**config.mk**
```make
export PLATFORM = sky130hd
export DESIGN_NAME = rg32_mill
export DESIGN_NICKNAME = d
export VERILOG_FILES = /design/src/design/rg32_pkg.sv /design/src/design/rg32_mill.sv
export SDC_FILE = /design/constraint.sdc
export NUM_CORES = 2
export LEC_CHECK = 0
export BUFFER_PORTS_ARGS = -buffer_cell sky130_fd_sc_hd__buf_2
export CAP_MARGIN = 20
export CORE_AREA = 2 2 762 764
export CTS_BUF_LIST = sky130_fd_sc_hd__clkbuf_16
export DETAILED_ROUTE_END_ITERATION = 8
export DIE_AREA = 0 0 764 766
export GPL_TIMING_DRIVEN = 0
export PLACE_DENSITY = 0.3
export SYNTH_ARGS = -nofsm -noshare
export SYNTH_HDL_FRONTEND = slang
export SYNTH_SLANG_ARGS = --single-unit
export TNS_END_PERCENT = 20
```
**constraint.sdc**
```tcl
create_clock -name clk -period 2.85 [get_ports clk]
set_input_delay 0.285 -clock clk [delete_from_list [all_inputs] [get_ports clk]]
set_output_delay 0.285 -clock clk [all_outputs]
set_load 0.03 [all_outputs]
```
**src/design/rg32_pkg.sv**
```systemverilog
// Shared types, sizes and helper functions for the RadioGatun[32] hash block.
// Used by rg32_belt_cell, rg32_mill and radiogatun32_hash. No dependencies.
package rg32_pkg;

  // Sizes of the sponge state
  localparam int MILL_SIZE    = 19;
  localparam int BELT_COLS    = 13;
  localparam int BELT_ROWS    = 3;
  localparam int BLANK_ROUNDS = 17;

  // Digest length: words asked for, and words actually given (at most eight)
  localparam int OUTPUT_WORDS = 8;
  localparam int MAX_RESULTS  = 8;
  localparam int OUT_COUNT    = (OUTPUT_WORDS > MAX_RESULTS) ? MAX_RESULTS : OUTPUT_WORDS;

  // Top-level phases
  localparam logic [1:0] PH_ABSORB = 2'd0;
  localparam logic [1:0] PH_BLANK  = 2'd1;
  localparam logic [1:0] PH_OUT    = 2'd2;

  typedef logic [31:0] word_t;
  typedef word_t [BELT_ROWS-1:0] col_t;
  typedef word_t [MILL_SIZE-1:0] mill_t;

  // Per-cycle commands to the belt cells and the mill
  typedef struct packed {
    logic clear;
    logic inject;
    logic round;
  } rg_ctrl_t;

  function automatic word_t rotr(input word_t x, input logic [4:0] r);
    logic [63:0] d;
    d = {x, x} >> r;
    return d[31:0];
  endfunction

  function automatic word_t swap_bytes(input word_t x);
    return {x[7:0], x[15:8], x[23:16], x[31:24]};
  endfunction

endpackage

```
**src/design/rg32_mill.sv**
```systemverilog
// Mill register and the RadioGatun[32] mill round (gamma, pi, theta, iota,
// belt feedback). Depends on rg32_pkg.
module rg32_mill (
  input  logic               clk,
  input  logic               rst,
  input  rg32_pkg::rg_ctrl_t ctrl,
  input  rg32_pkg::word_t    inj_word,
  input  logic [1:0]         inj_row,
  input  rg32_pkg::col_t     belt_in,
  output rg32_pkg::mill_t    mill_pre,
  output rg32_pkg::mill_t    mill_rnd,
  output rg32_pkg::mill_t    mill_q
);
  import rg32_pkg::*;

  word_t t [MILL_SIZE];

  // word injection into mill words 16..18
  always_comb begin
    mill_pre = mill_q;
    if (ctrl.inject) begin
      case (inj_row)
        2'd1:    mill_pre[17] = mill_q[17] ^ inj_word;
        2'd2:    mill_pre[18] = mill_q[18] ^ inj_word;
        default: mill_pre[16] = mill_q[16] ^ inj_word;
      endcase
    end
  end

  // gamma and pi with triangular rotation amounts
  for (genvar i = 0; i < MILL_SIZE; i++) begin : g_gamma
    localparam int P = (7 * i) % MILL_SIZE;
    localparam int R = ((i * (i + 1)) / 2) % 32;
    assign t[i] = rotr(mill_pre[P] ^ (mill_pre[(P + 1) % MILL_SIZE]
                       | ~mill_pre[(P + 2) % MILL_SIZE]), 5'(R));
  end

  // theta, iota and belt feedback into words 13..15
  for (genvar i = 0; i < MILL_SIZE; i++) begin : g_theta
    word_t th;
    assign th = t[i] ^ t[(i + 1) % MILL_SIZE] ^ t[(i + 4) % MILL_SIZE];
    if (i == 0) begin : g_iota
      assign mill_rnd[i] = th ^ 32'd1;
    end else if (i >= BELT_COLS && i < BELT_COLS + BELT_ROWS) begin : g_fb
      assign mill_rnd[i] = th ^ belt_in[i - BELT_COLS];
    end else begin : g_plain
      assign mill_rnd[i] = th;
    end
  end

  always_ff @(posedge clk) begin
    if (rst || ctrl.clear) begin
      mill_q <= '0;
    end else if (ctrl.round) begin
      mill_q <= mill_rnd;
    end else if (ctrl.inject) begin
      mill_q <= mill_pre;
    end
  end

endmodule
```
==> flow_metrics.env <==
export IMPL_status="complete, but fails checks"
export IMPL_violations="negative setup slack"
export IMPL_synth_most_common_cell="xnor2_1"
export IMPL_cpPeakStageDelay_ns=0.90
export IMPL_dp_final_hpwl_mm=817
export IMPL_synth_area_leader_cell="xnor2_1"
export IMPL_crit_fanout=10
export IMPL_swShare_pct=61.6
export IMPL_antenna_found_initial=197
export IMPL_pwr_share_comb_pct=83.3
export IMPL_grt_usage_pct=30.2
export IMPL_insertion_delay_ns=0.81
export IMPL_wl_per_cell_um=52.6
export IMPL_drive_above_1_share_pct=69.5
export IMPL_power_switching_w=0.0972
export IMPL_core_um2=576000
export IMPL_powerDensity_nw_per_um2=1330
export IMPL_drtAntennaViolNets=0
export IMPL_max_cap_violations=0
export IMPL_clkTransAtPathRegs_ns=0.06
export IMPL_post_route_util_pct=20.5
export IMPL_seq_power_share_pct=9.0
export IMPL_cts_sinks=608
export IMPL_tritoncts="built"
export IMPL_nFillCells=63276
export IMPL_vias_per_cell=3.86
export IMPL_rsz0062_at_grt="true"
export IMPL_syn_nets=6208
export IMPL_drc_errors=0
export IMPL_ys_async_sr_fraction_pct=0
export IMPL_tightest_slew_ns=1.25
export IMPL_vias=67597
export IMPL_finalWirelength_mm=921
export IMPL_yosysWarnings=0
export IMPL_io_pins=1959
export IMPL_gp_congestion=0.980
export IMPL_port_buffers=1956
export IMPL_cts_inserted_buffers=92
export IMPL_synth_main_ff_cell="dfxtp_1"
export IMPL_synth_cells=6071
export IMPL_start_util_pct=9.16
export IMPL_die_width_um=764
export IMPL_die_area_um2=585000
export IMPL_netlist_top_cells_count="xnor2_1 (1,704), nor2_1 (773), dfxtp_1 (608)"
export IMPL_fin_skew_ns=0.0489
export IMPL_synth_avg_cell_area_um2=8.70
export IMPL_max_freq_mhz=319
export IMPL_crit_type="input port to register"
export IMPL_required_ns=3.52
export IMPL_cts_max_path_buffers=3
export IMPL_crit_path_end_kind="register"
export IMPL_synth_area_leaders="xnor2_1 (28%), dfxtp_1 (23%), buf_4 (7.5%)"
export IMPL_cp_arrival_ns=3.81
export IMPL_p_leak_nw=49.8
export IMPL_finalSetupViolCount=609
export IMPL_synth_seq_cells=608
export IMPL_dp_slack_ns=-1.92
export IMPL_fin_crit_sh_pct=110
export IMPL_htreeDepth=3
export IMPL_worstPathCellList="clkbuf_1 -> inv_2 -> clkbuf_1 -> clkbuf_1 -> clkbuf_1 -> nor2_1 -> nor3_1"
export IMPL_dr_pass1_iters=5
export IMPL_syn_to_final_growth_pct=124
export IMPL_crit_top_cell="clkbuf_1"
export IMPL_synth_enable_flop_cells=0
export IMPL_timing_final_ws_setup_ns=-0.288
export IMPL_min_path_type="input port to register"
export IMPL_placementRows=279
export IMPL_ir_drop_mv=0.637
export IMPL_start_kind="input port"
export IMPL_nets=9738
export IMPL_clockPowerShare_pct=7.6
export IMPL_grt_first_pass_wirelength_mm=1060
export IMPL_grt_overflow_total=0
export IMPL_slew_headroom_pct=16.9
export IMPL_grt_max_degree=14
export IMPL_setup_tns_ns=-69.09
export IMPL_seq_area_frac_synth_pct=23.1
export IMPL_final_seq_area_um2=14200
export IMPL_cp_slowest_cell="clkbuf_1"
export IMPL_drv_slew=0
export IMPL_ys_types=43
export IMPL_yosysTopAreaCellShare_pct=28.3
export IMPL_cts_root_buf="clkbuf_16"
export IMPL_hold_viol=0
export IMPL_multiInputGateArea_um2=54300
export IMPL_min_period_ns=3.14
export IMPL_grt_pass1_vias=60324
export IMPL_fp_dieH_um=766
export IMPL_synth_area_um2=52800
export IMPL_drtIter0Drc=8198
export IMPL_intPower_w=0.0606
## critical path, delay by kind of cell
kind	cells	cell delay (ns)
simple gates	2	0.29
buf+inv	5	3.18
## per-stage QoR
stage / hold WS (ns) / total power, W / std cells / instance area [um^2]
detailed placement: 0.586 / 0.112 / 16066 / 78500
global route: 0.0494 / 0.160 / 17427 / 118000
global placement: 0.579 / 0.108 / 15754 / 72300
CTS: 0.00184 / 0.149 / 17108 / 110000
finish: 0.0424 / 0.158 / 17516 / 118000
floorplan: 0.652 / 0.0497 / 6071 / 52800
## cells in the final DEF, fill, tap and decap left out, types with 33 or more instances in the layout
cell and count:
nor2_1 769, dfxtp_2 92, mux2i_4 49, a31oi_4 34
buf_16 48, nor2b_1 266, xnor2_4 434, nand3_1 33
buf_2 1457, buf_6 306, nor3_1 219, xor2_4 95
and3_1 131, xnor2_1 609, a31o_1 95, nor2b_2 130
o21a_1 65, xor2_1 50, buf_12 417, nor2b_4 116
clkbuf_16 115, dfxtp_4 508, xnor2_2 748, mux2i_1 226
buf_4 1554, buf_8 185, nand2_1 89, clkbuf_1 142
xor2_2 78, inv_1 89, diode_2 115
## sequential cells by signal, summed over array words and instances (netlist names)
register  cells
mill_q       96
mill_pre    512
## kinds of logic after synthesis
logic type	Yosys count	share of synthesized area (%)
XOR/XNOR	2076	37.9
flip-flops	608	23.1
adder cells (fa/ha/maj)	2	0.0474
AO/OA/AOI/OAI	379	6.22
buffers and inverters	886	10.2
AND/OR/NAND/NOR	1835	17.1
multiplexers	285	5.44
## final cells by class
class / count / share of cell area (%)
clock inverters: 74 / 0.454
flip-flops and latches: 608 / 12.0
diodes: 115 / 0.243
plain buffers: 780 / 4.82
clock buffers: 93 / 1.97
inverters: 93 / 0.309
repair buffers: 3449 / 26.2
multi-input cells: 4577 / 45.9
well taps: 7727 / 8.17
## repair_timing
action,in CTS,in global routing
gates cloned,2,1
hold endpoints to repair,24,0
hold buffers,24,0
gates resized for setup,3945,1007
pin swaps,525,229
buffers inserted,861,298
endpoints found under the setup margin,845,605
## per-layer routing
| metal | share of wire, % | global-route usage [%] | up-vias |
|---|---|---|---|
| met5 | 0.020 | 0 | - |
| met4 | 8.3 | 18.4 | 26 |
| met3 | 16 | 18.6 | 1394 |
| met2 | 40 | 43.8 | 5074 |
| met1 | 36 | 33.2 | 34571 |
| li1 | - | - | 26532 |
## power by group through the flow
stage	sequential (W)	clock [W]	combinational (W)
3_3_place_gp	0.0151	0	0.0932
6_report	0.0143	0.0120	0.131
3_5_place_dp	0.0150	0	0.0965
5_1_grt	0.0141	0.0123	0.134
2_1_floorplan	0.0132	0	0.0364
4_1_cts	0.0144	0.0120	0.123
## final timing paths
check	cells after the start	start	slack (ns)	endpoint
worst max-delay path	7	ctrl[0]	-0.29	mill_pre[467]
worst min-delay path	5	belt_in[49]	0.04	mill_pre[465]
worst max register to register	8	mill_pre[331]	0.51	mill_pre[413]
worst min register to register	2	mill_pre[245]	0.51	mill_pre[245]
Note: power is estimated with default switching activity, not from simulation.
