**config.mk**
```make
export PLATFORM = sky130hd
export DESIGN_NAME = rg32_belt_cell
export DESIGN_NICKNAME = d
export VERILOG_FILES = /design/src/design/rg32_pkg.sv /design/src/design/rg32_belt_cell.sv
export SDC_FILE = /design/constraint.sdc
export NUM_CORES = 1
export LEC_CHECK = 0
export BUFFER_PORTS_ARGS = -buffer_cell sky130_fd_sc_hd__buf_2
export CORE_ASPECT_RATIO = 0.7
export CORE_MARGIN = 1
export CORE_UTILIZATION = 28
export DETAILED_ROUTE_END_ITERATION = 8
export GPL_ROUTABILITY_DRIVEN = 0
export HOLD_SLACK_MARGIN = 0.15
export PLACE_DENSITY = 0.62
export SETUP_SLACK_MARGIN = 0.05
export SLEW_MARGIN = 20
export SYNTH_ARGS = -nofsm -noshare
export SYNTH_HDL_FRONTEND = slang
export SYNTH_SLANG_ARGS = --single-unit
```
**constraint.sdc**
```tcl
create_clock -name clk -period 1.09 [get_ports clk]
set_clock_uncertainty 0.05 [all_clocks]
set_input_delay 0 -clock clk [delete_from_list [all_inputs] [get_ports clk]]
set_output_delay 0 -clock clk [all_outputs]
set_load 0.01 [all_outputs]
```
**src/design/rg32_pkg.sv**
```systemverilog
// Shared types, sizes and helper functions for the RadioGatun[32] hash block.
// Used by rg32_belt_cell, rg32_mill and radiogatun32_hash. No dependencies.
package rg32_pkg;

  // Sizes of the sponge state
  localparam int MILL_SIZE    = 19;
  localparam int BELT_COLS    = 13;
  localparam int BELT_ROWS    = 3;
  localparam int BLANK_ROUNDS = 17;

  // Digest length: words asked for, and words actually given (at most eight)
  localparam int OUTPUT_WORDS = 8;
  localparam int MAX_RESULTS  = 8;
  localparam int OUT_COUNT    = (OUTPUT_WORDS > MAX_RESULTS) ? MAX_RESULTS : OUTPUT_WORDS;

  // Top-level phases
  localparam logic [1:0] PH_ABSORB = 2'd0;
  localparam logic [1:0] PH_BLANK  = 2'd1;
  localparam logic [1:0] PH_OUT    = 2'd2;

  typedef logic [31:0] word_t;
  typedef word_t [BELT_ROWS-1:0] col_t;
  typedef word_t [MILL_SIZE-1:0] mill_t;

  // Per-cycle commands to the belt cells and the mill
  typedef struct packed {
    logic clear;
    logic inject;
    logic round;
  } rg_ctrl_t;

  function automatic word_t rotr(input word_t x, input logic [4:0] r);
    logic [63:0] d;
    d = {x, x} >> r;
    return d[31:0];
  endfunction

  function automatic word_t swap_bytes(input word_t x);
    return {x[7:0], x[15:8], x[23:16], x[31:24]};
  endfunction

endpackage

```
**src/design/rg32_belt_cell.sv**
```systemverilog
// One belt column (three rows) of the RadioGatun[32] belt.
// Depends on rg32_pkg. Cells form a ring that rotates by one on each round.
module rg32_belt_cell (
  input  logic            clk,
  input  logic            rst,
  input  rg32_pkg::rg_ctrl_t ctrl,
  input  rg32_pkg::col_t  inj,
  input  rg32_pkg::col_t  feed,
  input  rg32_pkg::col_t  prev,
  output rg32_pkg::col_t  nxt
);
  import rg32_pkg::*;

  col_t q;

  // value handed to the neighbor: after word injection and mill feed
  assign nxt = q ^ inj ^ feed;

  // round takes the left neighbor's column; inject only merges the word
  always_ff @(posedge clk) begin
    if (rst || ctrl.clear) begin
      q <= '0;
    end else if (ctrl.round) begin
      q <= prev;
    end else if (ctrl.inject) begin
      q <= q ^ inj;
    end
  end

endmodule

```
==> results of run 1 <==
[area by class of cell]
class | count | area [um2]
clock inverter | 4 | 30.0
clock buffer | 12 | 246
tap | 325 | 407
sequential | 96 | 2080
antenna | 2 | 5.00
timing repair buffer | 639 | 4460
fill | 2172 | 12100
multi-input combinational | 577 | 5420
[critical path: stages, from the launching register on]
cell and delay [ns]:
dfxtp_2 0.34, xnor2_2 0.20, buf_2 0.18
[cells in the mapped netlist]
master / count
a211oi_1: 96
and4b_1: 96
buf_2: 19
buf_4: 3
buf_6: 6
clkbuf_1: 33
clkbuf_2: 3
dfxtp_1: 96
nor2b_1: 96
nor4_1: 55
nor4_2: 41
or2_1: 1
xnor2_1: 192
[worst paths after layout]
check | cells past startpoint | endpoint
setup / recovery | 2 | nxt[29]
hold / removal | 4 | q[82]$_SDFFE_PP0P_
setup reg to reg | 3 | q[66]$_SDFFE_PP0P_
hold reg to reg | 2 | q[93]$_SDFFE_PP0P_
[power by group]
group	switching, W	total, W	internal [W]
logic	0.00197	0.00448	0.00251
clock network	0.00145	0.00307	0.00162
registers	0.000198	0.00390	0.00370
total	0.00361	0.0114	0.00783
[repair_timing]
item	CTS	global route
hold endpoints to repair	96	0
hold buffers	195	0
resized for setup	115	84
setup buffers	35	9
setup endpoints to repair	96	118
pin swaps	55	67
[metal layers]
metal	track usage [%]	share of wire, %
met1	21.2	41
met5	0	0
met4	5.82	2.0
met2	32.6	52
met3	3.01	5.0
[kinds of logic after synthesis]
kind of cell | Yosys count | synth area share, %
compound gates | 96 | 10.2
simple gates | 289 | 34.3
xor+xnor | 192 | 23.8
flops | 96 | 27.2
buf+inv | 64 | 4.58
[through the flow]
step | setup TNS (ns) | worst slack (ns) | std cells | hold slack (ns) | utilization (%)
CTS | -0.0269 | -0.0193 | 1644 | 0.149 | 48.8
global route | -0.253 | -0.0532 | 1654 | 0.176 | 51.1
floorplan | 0 | 0.107 | 737 | 0.131 | -
detailed placement | 0 | 0.00773 | 1398 | 0.235 | 37.7
finish | -0.0286 | -0.0215 | 1655 | 0.172 | 51.1
global placement | 0 | 0.0593 | 1398 | 0.225 | 37.7
==> flow_summary.json, run 1 <==
{
  "wl_per_cell_um": 15.5,
  "powerDensity_mw_per_mm2": 905,
  "cp_max_fo": 2,
  "cts-root-buf": "clkbuf_16",
  "placed_area_mm2": 0.00932,
  "finalHoldViolations": 0,
  "cts_htree_levels": 3,
  "final_cell_mix": "buf_2, dlygate4sd3_1, xnor2_1, and4b_1, nor2b_1",
  "critPathLaunch": "q[29]$_SDFFE_PP0P_",
  "period_needed_ns": 1.11,
  "fin_total_pwr_w": 0.0114,
  "ys_ff_latch": 96,
  "synthesis.area_mm2": 0.00707,
  "arrival_ns": 1.06,
  "clkSinkCount": 96,
  "netlist_top_cells_area": "dfxtp_1, xnor2_1, and4b_1",
  "yosysTopAreaCell": "dfxtp_1",
  "drt-initial-drc-count": 235,
  "synth_seq_area_share_pct": 27.2,
  "final_common_cell": "buf_2",
  "path_class": "reg -> out",
  "clockBufferDepth": 2,
  "pin_count": 389,
  "dr.pass1.iters": 4,
  "numCtsBuffers": 9,
  "ir_worst_vdd_mv": 0.636,
  "synth_nets": 1030,
  "final_layout_size_suffix_gt1_share_pct": 51.1,
  "largest_reg_flops": 96,
  "dieArea_mm2": 0.0259,
  "dieWidth_um": 192,
  "status": "finished, violations left",
  "grt_pass1_vias": 7933,
  "min_path_type": "in -> reg",
  "layout-area-overhead-vs-synth_pct": 78.9,
  "regMostFlops": "q",
  "num_rows": 48,
  "fin_area_mm2": 0.0127,
  "max_freq_ghz": 0.900,
  "antenna_found_initial": 1,
  "cts_tree": "built",
  "start_util_pct": 28.6,
  "final_max_slew_viol_count": 0,
  "detail_route.vias_per_cell": 4.87,
  "grt.overflow.total": 0,
  "finalCritPeriodShare_pct": 102,
  "cap_violations": 0,
  "startpoint_type": "register",
  "ff2ff_setup_slack_ns": 0.03,
  "grt_use_total_pct": 17.9,
  "grt_max_degree": 77,
  "reg_top3": "q: 96 flops",
  "clkTransAtPathRegs_ns": 0.07,
  "synth.distinct_cells": 13,
  "vias": 8062,
  "cp-end-kind": "primary output",
  "failed_checks": "negative setup slack",
  "rsz0062_at_grt": "true",
  "syn_avg_cell_area_um2": 9.60,
  "ys.warnings.count": 0,
  "dp_hpwl_mm": 16.0,
  "synth_cells": 737,
  "finalWorstSetupSlack_ns": -0.0215,
  "drc": 0,
  "die_h_um": 135,
  "clk_latency_ns": 0.34,
  "r2r-start": "q[66]$_SDFFE_PP0P_",
  "finalSetupViolations": 2,
  "fin_nets": 1616,
  "hp-start": "rst",
  "drt_wl_total_mm": 25.6,
  "synth_top_area_share_pct": 27.2,
  "static-leakage-power_nw": 5.35,
  "grt_pass1_wl_mm": 37.6,
  "ant_nets": 0,
  "core-area_mm2": 0.0247,
  "cp.required_ns": 1.04,
  "io_buffer_count": 388,
  "worstMarginPinSlew_ns": 0.445,
  "slew-limit-headroom_pct": 70.2
}
Note: power is estimated with default switching activity, not from simulation.
==> inputs of run 2 (changes only) <==
--- a/config.mk
+++ b/config.mk
@@ -5,6 +5,7 @@
 export SDC_FILE = /design/constraint.sdc
 export NUM_CORES = 1
 export LEC_CHECK = 0
+export ABC_AREA = 1
 export BUFFER_PORTS_ARGS = -buffer_cell sky130_fd_sc_hd__buf_2
 export CORE_ASPECT_RATIO = 0.7
 export CORE_MARGIN = 1
==> flow_summary.json, run 2 <==
{
  "status": "finished, violations left",
  "failed_checks": "negative hold slack, negative setup slack",
  "clk_latency_ns": 0.34,
  "final_common_cell": "buf_2",
  "grt_use_total_pct": 17.8,
  "dieWidth_um": 191,
  "clkSinkCount": 96,
  "yosysTopAreaCell": "dfxtp_1",
  "synth_top_area_share_pct": 27.5,
  "finalHoldViolations": 96,
  "largest_reg_flops": 96,
  "syn_avg_cell_area_um2": 5.84,
  "max_freq_ghz": 0.783,
  "cell_internal_pwr_w": 0.00701,
  "cp_slowest_cell": "dfxtp_2",
  "cp-end-kind": "primary output",
  "layout-area-overhead-vs-synth_pct": 58.0,
  "fin_nets": 1925,
  "grt_pass1_wl_mm": 36.3,
  "powerDensity_mw_per_mm2": 952,
  "core-area_mm2": 0.0241,
  "clkTransAtPathRegs_ns": 0.07,
  "n_fill_cell": 2542,
  "numCtsBuffers": 9,
  "pin_count": 389,
  "final_util_pct": 46.0,
  "clkPwrFrac_pct": 29.2,
  "finalCritPeriodShare_pct": 117,
  "start_util_pct": 29.1,
  "cp.required_ns": 1.04,
  "startpoint_type": "register",
  "io_buffer_count": 388,
  "netlist_top_cells_area": "dfxtp_1, nand2_1, inv_1",
  "cap_violations": 0,
  "holdPathStages": 5,
  "dieArea_mm2": 0.0256,
  "whs_endpoint": "q[54]$_SDFFE_PP0P_",
  "timing.rr.end": "q[4]$_SDFFE_PP0P_",
  "cts_htree_levels": 3,
  "grt.overflow.total": 0,
  "worstMarginPinSlew_ns": 0.574,
  "hp-start": "prev[54]",
  "path_class": "reg -> out",
  "synth_seq_area_share_pct": 27.5,
  "crit_buf_inv": 2,
  "final_cell_mix": "buf_2, inv_1, nand2_2, a21oi_1, nand2_1",
  "grt_max_degree": 97,
  "dr.pass1.iters": 4,
  "dpl.cell_count": 1869,
  "critical-path-top-delay-family": "flip-flops",
  "regMostFlops": "q",
  "rsz0062_at_grt": "true",
  "period_needed_ns": 1.28,
  "wl_per_cell_um": 12.4,
  "antenna_found_initial": 2,
  "power_frac_comb_pct": 34.5,
  "final_cells": 1956,
  "synth_nets": 1491,
  "multiInputGateArea_mm2": 0.00454,
  "drt_wl_total_mm": 24.3,
  "finalSetupTns_ns": -8.86,
  "ys.warnings.count": 0,
  "r2r-start": "q[4]$_SDFFE_PP0P_",
  "die_h_um": 134,
  "synth_ff_type": "dfxtp_1",
  "ys_async_sr_fraction_pct": 0,
  "ir_worst_vdd_mv": 0.650,
  "cts-root-buf": "clkbuf_16",
  "detail_route.vias_per_cell": 4.42,
  "ant_nets": 0,
  "final_layout_size_suffix_gt1_share_pct": 52.8,
  "slew-limit-headroom_pct": 61.8,
  "synth_edf_count": 0,
  "grt_pass1_vias": 7833,
  "reg_top3": "q: 96 flops",
  "cp_max_fo": 3,
  "reg2reg_depth": 6,
  "critical_path.max_stage_delay_ns": 0.35,
  "ys_top_cells_by_count": "nand2_1, inv_1, a21oi_1",
  "p_seq_share_pct": 36.3,
  "drc": 0,
  "final_max_slew_viol_count": 0,
  "cts_tree": "built",
  "dp_hpwl_mm": 17.2,
  "finalSetupViolations": 96,
  "synth_cells": 1198,
  "clockBufferDepth": 2,
  "synth.distinct_cells": 13,
  "finalWorstSetupSlack_ns": -0.188,
  "ys_ff_latch": 96,
  "register_area_mm2": 0.00204,
  "drt-initial-drc-count": 354,
  "num_rows": 47,
  "whs_ns": -0.0737,
  "static-leakage-power_nw": 6.00,
  "synthesis.area_mm2": 0.00700,
  "p_sw_w": 0.00352,
  "arrival_ns": 1.23,
  "sw_frac_of_total_pct": 33.4,
  "synth_most_common_cell": "nand2_1",
  "ff2ff_setup_slack_ns": 0.08,
  "vias": 8652,
  "min_path_type": "in -> reg",
  "path_cells": "inv_2 > nand2_2 > nand2_2 > xnor2_2 > buf_2",
  "critPathMostFrequentCell": "nand2_2"
}
[run 2: kinds of logic after synthesis]
logic type             share of synthesized area, %
buffers and inverters                          18.9
AND/OR/NAND/NOR                                27.9
XOR/XNOR                                       12.0
AO/OA/AOI/OAI                                  13.7
flip-flops                                     27.5
[run 2: final cells by class]
class | count | area share (%)
diodes | 1 | 0.0226
clock buffers | 10 | 2.07
clock inverters | 6 | 0.385
inverters | 289 | 9.81
multi-input cells | 771 | 41.0
flip-flops and latches | 96 | 18.5
well taps | 318 | 3.60
repair buffers | 465 | 24.6
[run 2: routing by layer]
layer	global-route usage (%)	wire [um]
met5	0	0
met3	4.11	1590
met4	4.58	378
met1	20.7	9980
met2	32.5	12300
[run 2: worst register-to-register path: stages (launching register included)]
cell and delay (ns):
dfxtp_2 0.33, inv_2 0.05, nand2_2 0.05, buf_4 0.13
buf_4 0.12, nand3_1 0.09, a21oi_2 0.06
[run 2: what timing repair did]
item                                    4_1_cts  5_1_grt
gates resized for setup                     229      203
hold buffers                                 24       16
endpoints found under the setup margin       96       99
gates cloned                                  0        0
setup buffers                                13       21
pin swaps                                    31      125
hold endpoints to repair                     96       96
[run 2: worst max-delay path by stage]
stage | startpoint | to | slack [ns] | cells after the start
after detailed placement | q[84]$_SDFFE_PP0P_ | nxt[84] | 0.05 | 5
final | q[84]$_SDFFE_PP0P_ | nxt[84] | -0.19 | 5
after CTS | q[84]$_SDFFE_PP0P_ | nxt[84] | -0.23 | 5
after floorplan | ctrl[0] | q[0]$_SDFFE_PP0P_ | 0.20 | 7
after global routing | q[0]$_SDFFE_PP0P_ | nxt[0] | -0.26 | 5
after global placement | q[84]$_SDFFE_PP0P_ | nxt[84] | 0.07 | 5
[run 2: power groups by stage]
stage	Combinational, W	Clock, W	Sequential [W]
global placement	0.00298	0	0.00384
detailed placement	0.00301	0	0.00384
CTS	0.00326	0.00326	0.00380
floorplan	0.00169	0	0.00382
global route	0.00399	0.00338	0.00385
finish	0.00363	0.00308	0.00382
[run 2: through the flow]
stage | power (W) | setup WS (ns) | cell area [um2]
final | 0.0105 | -0.188 | 11100
after CTS | 0.0103 | -0.233 | 10200
after global placement | 0.00681 | 0.0681 | 9240
after floorplan | 0.00552 | 0.204 | 7000
after global routing | 0.0112 | -0.262 | 11100
after detailed placement | 0.00686 | 0.0482 | 9240
